==> src/hdl/gss_pkg.sv <==
// gss_pkg: shared types and constants of the GOP structure statistics block.
// Used by every module under hdl/. No dependencies.

package gss_pkg;

    localparam int IDX_W         = 32;  // unit index and interval field width
    localparam int STAT_W        = 40;  // statistic value field width
    localparam int KIND_W        = 3;
    localparam int CODE_W        = 4;
    localparam int MASK_W        = 5;
    localparam int NUM_KINDS     = 6;
    localparam int AVG_FRAC_BITS = 8;   // average interval is unsigned Q8
    localparam int QUEUE_DEPTH   = 2;

    // unit kinds
    localparam logic [KIND_W-1:0] KIND_P     = 3'd0;
    localparam logic [KIND_W-1:0] KIND_B     = 3'd1;
    localparam logic [KIND_W-1:0] KIND_I     = 3'd2;
    localparam logic [KIND_W-1:0] KIND_SP    = 3'd3;
    localparam logic [KIND_W-1:0] KIND_SI    = 3'd4;
    localparam logic [KIND_W-1:0] KIND_MIXED = 3'd5;

    // statistic codes
    localparam logic [CODE_W-1:0] STAT_TOTAL   = 4'd0;
    localparam logic [CODE_W-1:0] STAT_KIND_P  = 4'd1;
    localparam logic [CODE_W-1:0] STAT_KIND_B  = 4'd2;
    localparam logic [CODE_W-1:0] STAT_KIND_I  = 4'd3;
    localparam logic [CODE_W-1:0] STAT_KIND_SP = 4'd4;
    localparam logic [CODE_W-1:0] STAT_KIND_SI = 4'd5;
    localparam logic [CODE_W-1:0] STAT_KIND_MX = 4'd6;
    localparam logic [CODE_W-1:0] STAT_LEADING = 4'd7;
    localparam logic [CODE_W-1:0] STAT_COUNT   = 4'd8;
    localparam logic [CODE_W-1:0] STAT_MIN     = 4'd9;
    localparam logic [CODE_W-1:0] STAT_MAX     = 4'd10;
    localparam logic [CODE_W-1:0] STAT_SUM     = 4'd11;
    localparam logic [CODE_W-1:0] STAT_AVG     = 4'd12;

    // input function codes
    localparam logic FUNC_UNIT   = 1'b0;
    localparam logic FUNC_REPORT = 1'b1;

    // classified command passed from front end to back end
    typedef struct packed {
        logic              is_report;
        logic [KIND_W-1:0] kind;
        logic              idr;
        logic [IDX_W-1:0]  index;
    } cmd_t;

    typedef enum logic [1:0] {
        ST_IDLE,
        ST_DIV,
        ST_EMIT
    } back_state_t;

endpackage

==> src/hdl/gss_front.sv <==
// gss_front: input stage; takes a transaction, classifies the slice-type mask
// and holds the command until the queue takes it. Depends on gss_pkg.

module gss_front (
    input  logic                       aclk,
    input  logic                       aresetn,
    input  logic                       s_valid,
    output logic                       s_ready,
    input  logic                       s_func,
    input  logic [gss_pkg::MASK_W-1:0] s_slice_types,
    input  logic                       s_is_idr,
    input  logic [gss_pkg::IDX_W-1:0]  s_unit_index,
    output logic                       push_valid,
    input  logic                       push_ready,
    output gss_pkg::cmd_t              push_data
);
    import gss_pkg::*;

    logic  vld_reg, vld_next;
    cmd_t  cmd_reg, cmd_next;
    logic  [KIND_W-1:0] kind;
    logic  [2:0] ones;
    logic  [KIND_W-1:0] which;

    // single type present -> that kind, otherwise mixed
    always_comb begin
        ones  = '0;
        which = KIND_P;
        for (int b = 0; b < MASK_W; b++) begin
            if (s_slice_types[b]) begin
                ones  = ones + 3'd1;
                which = KIND_W'(b);
            end
        end
        kind = (ones == 3'd1) ? which : KIND_MIXED;
    end

    assign s_ready    = !vld_reg || push_ready;
    assign push_valid = vld_reg;
    assign push_data  = cmd_reg;

    always_comb begin
        vld_next = vld_reg;
        cmd_next = cmd_reg;
        if (vld_reg && push_ready) begin
            vld_next = 1'b0;
        end
        if (s_valid && s_ready) begin
            vld_next           = 1'b1;
            cmd_next.is_report = (s_func == FUNC_REPORT);
            cmd_next.kind      = kind;
            cmd_next.idr       = s_is_idr;
            cmd_next.index     = s_unit_index;
        end
    end

    always_ff @(posedge aclk) begin
        if (!aresetn) begin
            vld_reg <= 1'b0;
        end else begin
            vld_reg <= vld_next;
        end
    end

    always_ff @(posedge aclk) begin
        cmd_reg <= cmd_next;
    end

endmodule

==> src/hdl/gss_queue.sv <==
// gss_queue: short command FIFO between front end and back end.
// Depends on gss_pkg (cmd_t, QUEUE_DEPTH).

module gss_queue (
    input  logic          aclk,
    input  logic          aresetn,
    input  logic          wr_valid,
    output logic          wr_ready,
    input  gss_pkg::cmd_t wr_data,
    output logic          rd_valid,
    input  logic          rd_pop,
    output gss_pkg::cmd_t rd_data
);
    import gss_pkg::*;

    localparam int PTR_W = (QUEUE_DEPTH > 1) ? $clog2(QUEUE_DEPTH) : 1;
    localparam int CNT_W = $clog2(QUEUE_DEPTH + 1);

    cmd_t             slot_reg [QUEUE_DEPTH];
    logic [PTR_W-1:0] wr_ptr_reg, wr_ptr_next;
    logic [PTR_W-1:0] rd_ptr_reg, rd_ptr_next;
    logic [CNT_W-1:0] cnt_reg, cnt_next;
    logic             push, pop;

    assign wr_ready = (cnt_reg != CNT_W'(QUEUE_DEPTH));
    assign rd_valid = (cnt_reg != '0);
    assign rd_data  = slot_reg[rd_ptr_reg];
    assign push     = wr_valid && wr_ready;
    assign pop      = rd_pop && rd_valid;

    always_comb begin
        wr_ptr_next = wr_ptr_reg;
        rd_ptr_next = rd_ptr_reg;
        cnt_next    = cnt_reg;
        if (push) begin
            wr_ptr_next = (wr_ptr_reg == PTR_W'(QUEUE_DEPTH - 1)) ? '0 : wr_ptr_reg + 1'b1;
        end
        if (pop) begin
            rd_ptr_next = (rd_ptr_reg == PTR_W'(QUEUE_DEPTH - 1)) ? '0 : rd_ptr_reg + 1'b1;
        end
        priority if (push && !pop) begin
            cnt_next = cnt_reg + 1'b1;
        end else if (pop && !push) begin
            cnt_next = cnt_reg - 1'b1;
        end
    end

    always_ff @(posedge aclk) begin
        if (!aresetn) begin
            wr_ptr_reg <= '0;
            rd_ptr_reg <= '0;
            cnt_reg    <= '0;
        end else begin
            wr_ptr_reg <= wr_ptr_next;
            rd_ptr_reg <= rd_ptr_next;
            cnt_reg    <= cnt_next;
        end
    end

    always_ff @(posedge aclk) begin
        if (push) begin
            slot_reg[wr_ptr_reg] <= wr_data;
        end
    end

endmodule

==> src/hdl/gss_div.sv <==
// gss_div: restoring divider, one quotient bit per cycle, for the Q8 average.
// Depends on gss_pkg (AVG_FRAC_BITS).

module gss_div #(
    parameter int COUNT_WIDTH = 32
) (
    input  logic                                            aclk,
    input  logic                                            aresetn,
    input  logic                                            start,
    input  logic [COUNT_WIDTH+gss_pkg::AVG_FRAC_BITS-1:0]   dividend,
    input  logic [COUNT_WIDTH-1:0]                          divisor,
    output logic                                            done,
    output logic [COUNT_WIDTH+gss_pkg::AVG_FRAC_BITS-1:0]   quotient
);
    import gss_pkg::*;

    localparam int QW    = COUNT_WIDTH + AVG_FRAC_BITS;
    localparam int CNT_W = $clog2(QW + 1);

    logic                   busy_reg, busy_next;
    logic                   done_reg, done_next;
    logic [CNT_W-1:0]       cnt_reg, cnt_next;
    logic [COUNT_WIDTH-1:0] rem_reg, rem_next;
    logic [COUNT_WIDTH-1:0] dvs_reg, dvs_next;
    logic [QW-1:0]          dq_reg, dq_next;
    logic [COUNT_WIDTH:0]   trial, diff;
    logic                   ge;

    // partial remainder shifted with the next dividend bit
    assign trial = {rem_reg, dq_reg[QW-1]};
    assign diff  = trial - {1'b0, dvs_reg};
    assign ge    = (trial >= {1'b0, dvs_reg});

    always_comb begin
        busy_next = busy_reg;
        done_next = 1'b0;
        cnt_next  = cnt_reg;
        rem_next  = rem_reg;
        dvs_next  = dvs_reg;
        dq_next   = dq_reg;
        if (start) begin
            busy_next = 1'b1;
            cnt_next  = CNT_W'(QW);
            rem_next  = '0;
            dvs_next  = divisor;
            dq_next   = dividend;
        end else if (busy_reg) begin
            rem_next = ge ? diff[COUNT_WIDTH-1:0] : trial[COUNT_WIDTH-1:0];
            dq_next  = {dq_reg[QW-2:0], ge};
            cnt_next = cnt_reg - 1'b1;
            if (cnt_reg == CNT_W'(1)) begin
                busy_next = 1'b0;
                done_next = 1'b1;
            end
        end
    end

    always_ff @(posedge aclk) begin
        if (!aresetn) begin
            busy_reg <= 1'b0;
            done_reg <= 1'b0;
            cnt_reg  <= '0;
        end else begin
            busy_reg <= busy_next;
            done_reg <= done_next;
            cnt_reg  <= cnt_next;
        end
    end

    always_ff @(posedge aclk) begin
        rem_reg <= rem_next;
        dvs_reg <= dvs_next;
        dq_reg  <= dq_next;
    end

    assign done     = done_reg;
    assign quotient = dq_reg;

endmodule

==> src/hdl/gss_back.sv <==
// gss_back: statistics engine; pops commands, updates the counters, builds
// unit results and sequences the report. Depends on gss_pkg; drives gss_div.

module gss_back #(
    parameter int COUNT_WIDTH = 32
) (
    input  logic                                          aclk,
    input  logic                                          aresetn,
    input  logic                                          q_valid,
    output logic                                          q_pop,
    input  gss_pkg::cmd_t                                 q_data,
    output logic                                          div_start,
    output logic [COUNT_WIDTH+gss_pkg::AVG_FRAC_BITS-1:0] div_dividend,
    output logic [COUNT_WIDTH-1:0]                        div_divisor,
    input  logic                                          div_done,
    input  logic [COUNT_WIDTH+gss_pkg::AVG_FRAC_BITS-1:0] div_quotient,
    output logic                                          m_valid,
    input  logic                                          m_ready,
    output logic [gss_pkg::KIND_W-1:0]                    m_unit_kind,
    output logic                                          m_idr_flag,
    output logic [gss_pkg::IDX_W-1:0]                     m_idr_index,
    output logic [gss_pkg::IDX_W-1:0]                     m_idr_interval,
    output logic [gss_pkg::CODE_W-1:0]                    m_stat_code,
    output logic [gss_pkg::STAT_W-1:0]                    m_stat_value,
    output logic                                          m_last
);
    import gss_pkg::*;

    localparam int CW = COUNT_WIDTH;
    localparam int QW = COUNT_WIDTH + AVG_FRAC_BITS;

    function automatic logic [CW-1:0] sat_inc(input logic [CW-1:0] v);
        return (&v) ? v : v + 1'b1;
    endfunction

    function automatic logic [CW-1:0] sat_add(input logic [CW-1:0] a,
                                              input logic [CW-1:0] b);
        logic [CW:0] s;
        s = {1'b0, a} + {1'b0, b};
        return s[CW] ? {CW{1'b1}} : s[CW-1:0];
    endfunction

    back_state_t state_reg, state_next;

    logic [CW-1:0] total_reg, total_next;
    logic [CW-1:0] kcnt_reg [NUM_KINDS];
    logic [CW-1:0] kcnt_next [NUM_KINDS];
    logic [CW-1:0] lead_reg, lead_next;
    logic          seen_reg, seen_next;
    logic [CW-1:0] lastpos_reg, lastpos_next;
    logic [CW-1:0] icnt_reg, icnt_next;
    logic [CW-1:0] imin_reg, imin_next;
    logic [CW-1:0] imax_reg, imax_next;
    logic [CW-1:0] isum_reg, isum_next;
    logic [QW-1:0] avg_reg, avg_next;
    logic [CODE_W-1:0] code_reg, code_next;

    logic                m_valid_reg, m_valid_next;
    logic [KIND_W-1:0]   kind_reg, kind_next;
    logic                idr_reg, idr_next;
    logic [IDX_W-1:0]    index_reg, index_next;
    logic [IDX_W-1:0]    ival_reg, ival_next;
    logic [CODE_W-1:0]   scode_reg, scode_next;
    logic [STAT_W-1:0]   sval_reg, sval_next;
    logic                last_reg, last_next;

    logic          out_free;
    logic [CW-1:0] interval;
    logic [63:0]   ival_wide;
    logic [63:0]   stat_wide;

    assign out_free     = !m_valid_reg || m_ready;
    assign div_dividend = {isum_reg, {AVG_FRAC_BITS{1'b0}}};
    assign div_divisor  = icnt_reg;
    assign interval     = lastpos_reg <= total_reg ? total_reg - lastpos_reg : '0;
    assign ival_wide    = 64'(interval);

    // statistic selected by the report sequencer
    always_comb begin
        unique case (code_reg)
            STAT_TOTAL:   stat_wide = 64'(total_reg);
            STAT_KIND_P:  stat_wide = 64'(kcnt_reg[KIND_P]);
            STAT_KIND_B:  stat_wide = 64'(kcnt_reg[KIND_B]);
            STAT_KIND_I:  stat_wide = 64'(kcnt_reg[KIND_I]);
            STAT_KIND_SP: stat_wide = 64'(kcnt_reg[KIND_SP]);
            STAT_KIND_SI: stat_wide = 64'(kcnt_reg[KIND_SI]);
            STAT_KIND_MX: stat_wide = 64'(kcnt_reg[KIND_MIXED]);
            STAT_LEADING: stat_wide = seen_reg ? 64'(lead_reg) : 64'(total_reg);
            STAT_COUNT:   stat_wide = 64'(icnt_reg);
            STAT_MIN:     stat_wide = (icnt_reg != '0) ? 64'(imin_reg) : 64'd0;
            STAT_MAX:     stat_wide = (icnt_reg != '0) ? 64'(imax_reg) : 64'd0;
            STAT_SUM:     stat_wide = (icnt_reg != '0) ? 64'(isum_reg) : 64'd0;
            STAT_AVG:     stat_wide = 64'(avg_reg);
            default:      stat_wide = 64'd0;
        endcase
    end

    always_comb begin
        state_next   = state_reg;
        total_next   = total_reg;
        kcnt_next    = kcnt_reg;
        lead_next    = lead_reg;
        seen_next    = seen_reg;
        lastpos_next = lastpos_reg;
        icnt_next    = icnt_reg;
        imin_next    = imin_reg;
        imax_next    = imax_reg;
        isum_next    = isum_reg;
        avg_next     = avg_reg;
        code_next    = code_reg;

        m_valid_next = m_valid_reg && !m_ready;
        kind_next    = kind_reg;
        idr_next     = idr_reg;
        index_next   = index_reg;
        ival_next    = ival_reg;
        scode_next   = scode_reg;
        sval_next    = sval_reg;
        last_next    = last_reg;

        q_pop     = 1'b0;
        div_start = 1'b0;

        unique case (state_reg)
            ST_IDLE: begin
                if (q_valid && out_free) begin
                    q_pop = 1'b1;
                    if (q_data.is_report) begin
                        code_next = STAT_TOTAL;
                        if (icnt_reg != '0) begin
                            div_start  = 1'b1;
                            state_next = ST_DIV;
                        end else begin
                            avg_next   = '0;
                            state_next = ST_EMIT;
                        end
                    end else begin
                        // unit: position is the total before counting it
                        for (int k = 0; k < NUM_KINDS; k++) begin
                            if (q_data.kind == KIND_W'(k)) begin
                                kcnt_next[k] = sat_inc(kcnt_reg[k]);
                            end
                        end
                        total_next = sat_inc(total_reg);
                        ival_next  = '0;
                        if (q_data.idr) begin
                            if (!seen_reg) begin
                                lead_next = total_reg;
                                seen_next = 1'b1;
                            end else begin
                                ival_next = (ival_wide[63:IDX_W] != '0) ? {IDX_W{1'b1}}
                                                                        : ival_wide[IDX_W-1:0];
                                if (icnt_reg == '0) begin
                                    imin_next = interval;
                                    imax_next = interval;
                                end else begin
                                    if (interval < imin_reg) imin_next = interval;
                                    if (interval > imax_reg) imax_next = interval;
                                end
                                icnt_next = sat_inc(icnt_reg);
                                isum_next = sat_add(isum_reg, interval);
                            end
                            lastpos_next = total_reg;
                        end
                        m_valid_next = 1'b1;
                        kind_next    = q_data.kind;
                        idr_next     = q_data.idr;
                        index_next   = q_data.idr ? q_data.index : '0;
                        scode_next   = STAT_TOTAL;
                        sval_next    = '0;
                        last_next    = 1'b1;
                    end
                end
            end
            ST_DIV: begin
                if (div_done) begin
                    avg_next   = div_quotient;
                    state_next = ST_EMIT;
                end
            end
            ST_EMIT: begin
                if (out_free) begin
                    m_valid_next = 1'b1;
                    kind_next    = KIND_P;
                    idr_next     = 1'b0;
                    index_next   = '0;
                    ival_next    = '0;
                    scode_next   = code_reg;
                    sval_next    = (stat_wide[63:STAT_W] != '0) ? {STAT_W{1'b1}}
                                                                : stat_wide[STAT_W-1:0];
                    last_next    = (code_reg == STAT_AVG);
                    if (code_reg == STAT_AVG) begin
                        // report done: clear the counters and interval statistics
                        total_next   = '0;
                        for (int k = 0; k < NUM_KINDS; k++) begin
                            kcnt_next[k] = '0;
                        end
                        lead_next    = '0;
                        seen_next    = 1'b0;
                        lastpos_next = '0;
                        icnt_next    = '0;
                        imin_next    = '0;
                        imax_next    = '0;
                        isum_next    = '0;
                        state_next   = ST_IDLE;
                    end else begin
                        code_next = code_reg + 1'b1;
                    end
                end
            end
            default: begin
                state_next = ST_IDLE;
            end
        endcase
    end

    always_ff @(posedge aclk) begin
        if (!aresetn) begin
            state_reg <= ST_IDLE;
        end else begin
            state_reg <= state_next;
        end
    end

    always_ff @(posedge aclk) begin
        if (!aresetn) begin
            total_reg   <= '0;
            for (int k = 0; k < NUM_KINDS; k++) begin
                kcnt_reg[k] <= '0;
            end
            lead_reg    <= '0;
            seen_reg    <= 1'b0;
            lastpos_reg <= '0;
            icnt_reg    <= '0;
            imin_reg    <= '0;
            imax_reg    <= '0;
            isum_reg    <= '0;
            code_reg    <= STAT_TOTAL;
            m_valid_reg <= 1'b0;
        end else begin
            total_reg   <= total_next;
            kcnt_reg    <= kcnt_next;
            lead_reg    <= lead_next;
            seen_reg    <= seen_next;
            lastpos_reg <= lastpos_next;
            icnt_reg    <= icnt_next;
            imin_reg    <= imin_next;
            imax_reg    <= imax_next;
            isum_reg    <= isum_next;
            code_reg    <= code_next;
            m_valid_reg <= m_valid_next;
        end
    end

    always_ff @(posedge aclk) begin
        avg_reg   <= avg_next;
        kind_reg  <= kind_next;
        idr_reg   <= idr_next;
        index_reg <= index_next;
        ival_reg  <= ival_next;
        scode_reg <= scode_next;
        sval_reg  <= sval_next;
        last_reg  <= last_next;
    end

    assign m_valid        = m_valid_reg;
    assign m_unit_kind    = kind_reg;
    assign m_idr_flag     = idr_reg;
    assign m_idr_index    = index_reg;
    assign m_idr_interval = ival_reg;
    assign m_stat_code    = scode_reg;
    assign m_stat_value   = sval_reg;
    assign m_last         = last_reg;

    a_pop_needs_room: assert property (@(posedge aclk) disable iff (!aresetn)
        q_pop |-> out_free)
        else $error("command popped while result register occupied");

    a_min_le_max: assert property (@(posedge aclk) disable iff (!aresetn)
        (icnt_reg != '0) |-> (imin_reg <= imax_reg))
        else $error("interval minimum above maximum");

    a_lead_le_total: assert property (@(posedge aclk) disable iff (!aresetn)
        seen_reg |-> (lead_reg <= total_reg))
        else $error("leading count beyond unit total");

    a_emit_code_range: assert property (@(posedge aclk) disable iff (!aresetn)
        (state_reg == ST_EMIT) |-> (code_reg <= STAT_AVG))
        else $error("report sequencer ran past last statistic");

    a_clear_after_report: assert property (@(posedge aclk) disable iff (!aresetn)
        (state_reg == ST_EMIT && out_free && code_reg == STAT_AVG)
            |=> (total_reg == '0 && icnt_reg == '0 && !seen_reg))
        else $error("statistics not cleared after report");

endmodule

==> src/hdl/gop_structure_statistics.sv <==
// gop_structure_statistics: top level of the GOP structure statistics block.
// Depends on gss_pkg, gss_front, gss_queue, gss_div and gss_back.
//
// Usage
//   Input channel (s_*): one transaction per access unit (s_func = 0) with its
//   slice-type mask, IDR flag and stream index, or a report request
//   (s_func = 1). Result channel (m_*): one transaction per unit carrying its
//   kind and IDR interval (m_last set), or 13 statistic transactions per report,
//   codes 0..12, m_last on the Q8 average. All counters saturate.
//   Path: a unit result passes the front-end holding register, the queue and
//   the result register. A report runs the restoring divider (skipped when
//   no interval has been seen), then issues its 13 statistics one a cycle
//   while m_ready is high.
//   Throughput: one unit per cycle while m_ready is high, the back end
//   updating its counters as it pops the unit; while a report is under way
//   the front end accepts until its holding register and two-entry queue fill.
//   Stalls: when m_ready is low the result register holds, the back end stops
//   popping, and back-pressure reaches s_ready through the queue.
//   Reset (aresetn low, synchronous): all statistics are zero, queue and
//   result register empty; no clearing pass is needed.

module gop_structure_statistics #(
    parameter int COUNT_WIDTH = 32
) (
    input  logic                       aclk,
    input  logic                       aresetn,
    input  logic                       s_valid,
    output logic                       s_ready,
    input  logic                       s_func,
    input  logic [gss_pkg::MASK_W-1:0] s_slice_types,
    input  logic                       s_is_idr,
    input  logic [gss_pkg::IDX_W-1:0]  s_unit_index,
    output logic                       m_valid,
    input  logic                       m_ready,
    output logic [gss_pkg::KIND_W-1:0] m_unit_kind,
    output logic                       m_idr_flag,
    output logic [gss_pkg::IDX_W-1:0]  m_idr_index,
    output logic [gss_pkg::IDX_W-1:0]  m_idr_interval,
    output logic [gss_pkg::CODE_W-1:0] m_stat_code,
    output logic [gss_pkg::STAT_W-1:0] m_stat_value,
    output logic                       m_last
);
    import gss_pkg::*;

    localparam int QW = COUNT_WIDTH + AVG_FRAC_BITS;

    // front end -> queue
    logic push_valid, push_ready;
    cmd_t push_data;

    // queue -> back end
    logic q_valid, q_pop;
    cmd_t q_data;

    // back end <-> divider
    logic                   div_start, div_done;
    logic [QW-1:0]          div_dividend, div_quotient;
    logic [COUNT_WIDTH-1:0] div_divisor;

    gss_front u_front (
        .aclk          (aclk),
        .aresetn       (aresetn),
        .s_valid       (s_valid),
        .s_ready       (s_ready),
        .s_func        (s_func),
        .s_slice_types (s_slice_types),
        .s_is_idr      (s_is_idr),
        .s_unit_index  (s_unit_index),
        .push_valid    (push_valid),
        .push_ready    (push_ready),
        .push_data     (push_data)
    );

    gss_queue u_queue (
        .aclk     (aclk),
        .aresetn  (aresetn),
        .wr_valid (push_valid),
        .wr_ready (push_ready),
        .wr_data  (push_data),
        .rd_valid (q_valid),
        .rd_pop   (q_pop),
        .rd_data  (q_data)
    );

    // Q8 average: sum * 256 / interval count
    gss_div #(
        .COUNT_WIDTH (COUNT_WIDTH)
    ) u_div (
        .aclk     (aclk),
        .aresetn  (aresetn),
        .start    (div_start),
        .dividend (div_dividend),
        .divisor  (div_divisor),
        .done     (div_done),
        .quotient (div_quotient)
    );

    gss_back #(
        .COUNT_WIDTH (COUNT_WIDTH)
    ) u_back (
        .aclk           (aclk),
        .aresetn        (aresetn),
        .q_valid        (q_valid),
        .q_pop          (q_pop),
        .q_data         (q_data),
        .div_start      (div_start),
        .div_dividend   (div_dividend),
        .div_divisor    (div_divisor),
        .div_done       (div_done),
        .div_quotient   (div_quotient),
        .m_valid        (m_valid),
        .m_ready        (m_ready),
        .m_unit_kind    (m_unit_kind),
        .m_idr_flag     (m_idr_flag),
        .m_idr_index    (m_idr_index),
        .m_idr_interval (m_idr_interval),
        .m_stat_code    (m_stat_code),
        .m_stat_value   (m_stat_value),
        .m_last         (m_last)
    );

endmodule

==> config.mk <==
export PLATFORM = sky130hd
export DESIGN_NAME = gop_structure_statistics
export DESIGN_NICKNAME = d
export VERILOG_FILES = /design/src/hdl/gss_pkg.sv /design/src/hdl/gss_front.sv /design/src/hdl/gss_queue.sv /design/src/hdl/gss_div.sv /design/src/hdl/gss_back.sv /design/src/hdl/gop_structure_statistics.sv
export SDC_FILE = /design/constraint.sdc
export NUM_CORES = 2
export LEC_CHECK = 0
export BUFFER_PORTS_ARGS = -buffer_cell sky130_fd_sc_hd__buf_2
export CAP_MARGIN = 15
export CORE_ASPECT_RATIO = 0.5
export CORE_MARGIN = 3
export CORE_UTILIZATION = 58
export CTS_BUF_LIST = sky130_fd_sc_hd__clkbuf_4 sky130_fd_sc_hd__clkbuf_8
export CTS_CLUSTER_SIZE = 28
export DETAILED_ROUTE_END_ITERATION = 7
export MAX_ROUTING_LAYER = met4
export PLACE_DENSITY = 0.78
export SYNTH_ARGS = -nofsm -noshare
export SYNTH_HDL_FRONTEND = slang
export SYNTH_HIERARCHICAL = 1
export SYNTH_SLANG_ARGS = --single-unit
==> constraint.sdc <==
create_clock -name aclk -period 6.9 [get_ports aclk]
set_input_delay 1.38 -clock aclk [delete_from_list [all_inputs] [get_ports aclk]]
set_output_delay 1.38 -clock aclk [all_outputs]
set_load 0.02 [all_outputs]
==> flow_metrics.env <==
export IMPL_status="complete, but fails checks"
export IMPL_violations="DRC"
export IMPL_maxCapViolCount=0
export IMPL_fin_nets=4728
export IMPL_crit_fanout=29
export IMPL_ys_seq_elements=806
export IMPL_portBuffers=157
export IMPL_die_y_um=196
export IMPL_min_period_over_period_pct=93.0
export IMPL_synth_cells=4410
export IMPL_whs_ps=434
export IMPL_grtUsageMet3_pct=8.97
export IMPL_critical_path_class="flop to flop"
export IMPL_die_w_um=385
export IMPL_setup_tns_ps=0
export IMPL_routed_via_count=35300
export IMPL_dieArea_um2=75400
export IMPL_gp_congestion=1.02
export IMPL_cts_inserted_buffers=110
export IMPL_r2r_end="u_back/isum_reg[23]$_SDFFE_PN0P_"
export IMPL_num_rows=68
export IMPL_slowest_delay_ps=580
export IMPL_r2r_worst_path_cells=20
export IMPL_end_kind="flop"
export IMPL_fill_cells=5618
export IMPL_rrSetupSlack_ps=480
export IMPL_setup_viol=0
export IMPL_wl_per_cell_um=23.8
export IMPL_drv_slew=0
export IMPL_rsz0062_at_grt="false"
export IMPL_whs_path_depth=0
export IMPL_drive_gt1_share_pct=12.7
export IMPL_finalCriticalPeriod_ps=6420
export IMPL_grt_pass1_wl_um=199000
export IMPL_ctsHoldBuffers=0
export IMPL_ant_nets=0
export IMPL_antenna_found_initial=12
export IMPL_max_vdd_ir_drop_uv=252
export IMPL_overflow=0
export IMPL_synth_area_um2=41700
export IMPL_power_leakage_uw=0.0175
export IMPL_start_kind="flop"
export IMPL_clockBufferDepth=3
export IMPL_powerDensity_nw_per_um2=323
export IMPL_largest_reg_flops=192
export IMPL_dr_pass1_iters=8
export IMPL_worst_pin_slew_ps=1130
export IMPL_min_from="u_front/push_data[7]$_DFFE_PP_"
export IMPL_max_slew_margin_pct=24.5
export IMPL_power_uw=14800
export IMPL_coreArea_um2=70100
export IMPL_htreeDepth=3
export IMPL_drt_initial_drc_count=4433
export IMPL_ys_warnings_count=6
export IMPL_area_delta_synth_final_pct=9.65
export IMPL_grt_usage_pct=35.4
export IMPL_post_place_ws_ps=640
export IMPL_crit_family="compound AO/OA/AOI/OAI gates"
export IMPL_finalCoreUtilization_pct=65.2
export IMPL_cts_sinks=806
export IMPL_routed_wl_um=132000
export IMPL_max_freq_mhz=156
export IMPL_cts_tree="built"
export IMPL_fin_ws_ps=480
export IMPL_r2r_start="u_back/total_reg[1]$_SDFFE_PN0P_"
export IMPL_crit_start="u_back/total_reg[1]$_SDFFE_PN0P_"
export IMPL_synthDistinctLibCells=114
export IMPL_slowest_stage="dfxtp_1"
export IMPL_required_ps=7650
export IMPL_drc=10
export IMPL_clk_pin_slew_ps=80
export IMPL_path_buf_inv=1
export IMPL_synth_area_per_cell_um2=9.46
export IMPL_arrival_ps=7170
export IMPL_grt_pass1_vias=32900
export IMPL_hp_class="flop to flop"
export IMPL_clock_skew_ps=46.9
export IMPL_synth_edf_count=336
export IMPL_grt_start_max_net_pins=180
export IMPL_final_hold_viol_count=0
export IMPL_clkLatencyLatePin_ps=840
export IMPL_busiest_layer="met2"
export IMPL_crit_chain="ha_1 > nor2b_1 > o31a_1 > o41ai_2 > o21ai_1 > a21bo_1 > and4_1 > nor3b_1 > nor2_1 > ha_1 > nand3_1 > nor2_1 > o2111ai_1 > a211oi_1 > o211ai_1 > o311ai_1 > o41a_1 > buf_4 > and2_1 > a221o_1"
export IMPL_async_reset_ff_share_pct=0
export IMPL_dpl_hpwl_um=94600
export IMPL_ys_seq_area_share_pct=46.7
export IMPL_grt_met1_usage_pct=47.1
export IMPL_io_pins=158
export IMPL_grt_use_met2_pct=51.9
export IMPL_via_per_inst=6.36
export IMPL_start_util_pct=59.5
export IMPL_cts_root_buffer="clkbuf_8"
export IMPL_min_to="u_queue/slot_reg[1][7]$_DFFE_PP_"
export IMPL_synth_main_ff_cell="dfxtp_1"
[logic make-up after synthesis]
family	Yosys count	share of synthesized area (%)
other	1	0.00899
buffers and inverters	458	4.37
AO/OA/AOI/OAI	884	14.4
XOR/XNOR	286	6.07
AND/OR/NAND/NOR	1672	19.8
flip-flops	806	46.7
multiplexers	121	3.15
adder cells (fa/ha/maj)	182	5.51
[cell usage in the layout (no fill, tap or decap), types with 100 or more instances in the layout]
| master | count |
|---|---|
| a21oi_1 | 294 |
| and3_1 | 155 |
| buf_2 | 157 |
| clkbuf_8 | 117 |
| dfxtp_1 | 468 |
| edfxtp_1 | 336 |
| ha_1 | 179 |
| inv_1 | 210 |
| nand2_1 | 373 |
| nand3_1 | 172 |
| nand4_1 | 100 |
| nor2_1 | 481 |
| o21ai_0 | 112 |
| xnor2_1 | 119 |
| xor2_1 | 165 |
[repair_timing]
item / 4_1_cts / 5_1_grt
endpoints found under the setup margin: 0 / 3
setup buffers: 0 / 0
gates resized for setup: 0 / 1
[cells in the mapped netlist, types with 35 or more instances]
master,n,share of area [%]
nor2_1,485,4.4
dfxtp_1,470,23
nand2_1,374,3.4
edfxtp_1,336,24
a21oi_1,294,3.5
inv_1,210,1.9
clkbuf_1,194,1.7
ha_1,179,5.4
nand3_1,172,2.1
xor2_1,165,3.5
and3_1,156,2.3
xnor2_1,119,2.5
o21ai_0,112,1.3
nand4_1,100,1.5
mux2_2,77,2.1
a221oi_1,69,1.4
nor3_1,66,0.79
a22oi_1,60,1.1
and2_1,59,0.88
or3_1,59,0.88
a21o_1,57,1.0
mux2i_1,43,1.0
and4_1,38,0.80
or2_2,35,0.52
[through the flow]
stage          instance area (µm²)  instances
5_1_grt                      45700       5547
3_3_place_gp                 43300       5335
6_report                     45700       5549
3_5_place_dp                 43300       5335
2_1_floorplan                41700       4417
4_1_cts                      45700       5542
[per-layer routing]
| metal | up-vias | share of wire, % | wire length [µm] |
|---|---|---|---|
| met4 | 0 | 4.3 | 5650 |
| met3 | 352 | 11 | 14900 |
| met1 | 16900 | 41 | 53800 |
| met2 | 1944 | 44 | 57600 |
| li1 | 16100 | - | - |
| met5 | - | 0 | 0 |
[how the worst max path moves through the flow]
| stage | end | slack (ps) | cells after the start |
|---|---|---|---|
| global placement | u_back/imin_reg[13]$_SDFFE_PN0P_ | 800 | 17 |
| floorplan | u_back/kcnt_reg[187]$_SDFFE_PN0P_ | 300 | 9 |
| detailed placement | u_back/isum_reg[23]$_SDFFE_PN0P_ | 640 | 21 |
| global route | u_back/isum_reg[23]$_SDFFE_PN0P_ | 190 | 23 |
| CTS | u_back/isum_reg[9]$_SDFFE_PN0P_ | 590 | 21 |
| finish | u_back/isum_reg[23]$_SDFFE_PN0P_ | 480 | 20 |
[area by class of cell]
| type | instances | area, µm² | share of cell area (%) |
|---|---|---|---|
| Antenna cell | 6 | 15.0 | 0.0328 |
| Clock buffer | 159 | 1930 | 4.21 |
| Clock inverter | 48 | 474 | 1.04 |
| Inverter | 212 | 798 | 1.75 |
| Multi-Input combinational cell | 3153 | 20500 | 44.9 |
| Sequential cell | 806 | 19500 | 42.6 |
| Tap cell | 945 | 1180 | 2.58 |
| Timing Repair Buffer | 220 | 1300 | 2.85 |
[where the power goes]
| group | internal (µW) | total, µW | switching (µW) | leakage [µW] |
|---|---|---|---|---|
| Clock | 2090 | 4060 | 1970 | 0.00127 |
| Combinational | 1460 | 4630 | 3170 | 0.00934 |
| Sequential | 5750 | 6070 | 316 | 0.00690 |
| Total | 9300 | 14800 | 5450 | 0.0175 |
No activity file was read; power rests on OpenSTA's default activity.
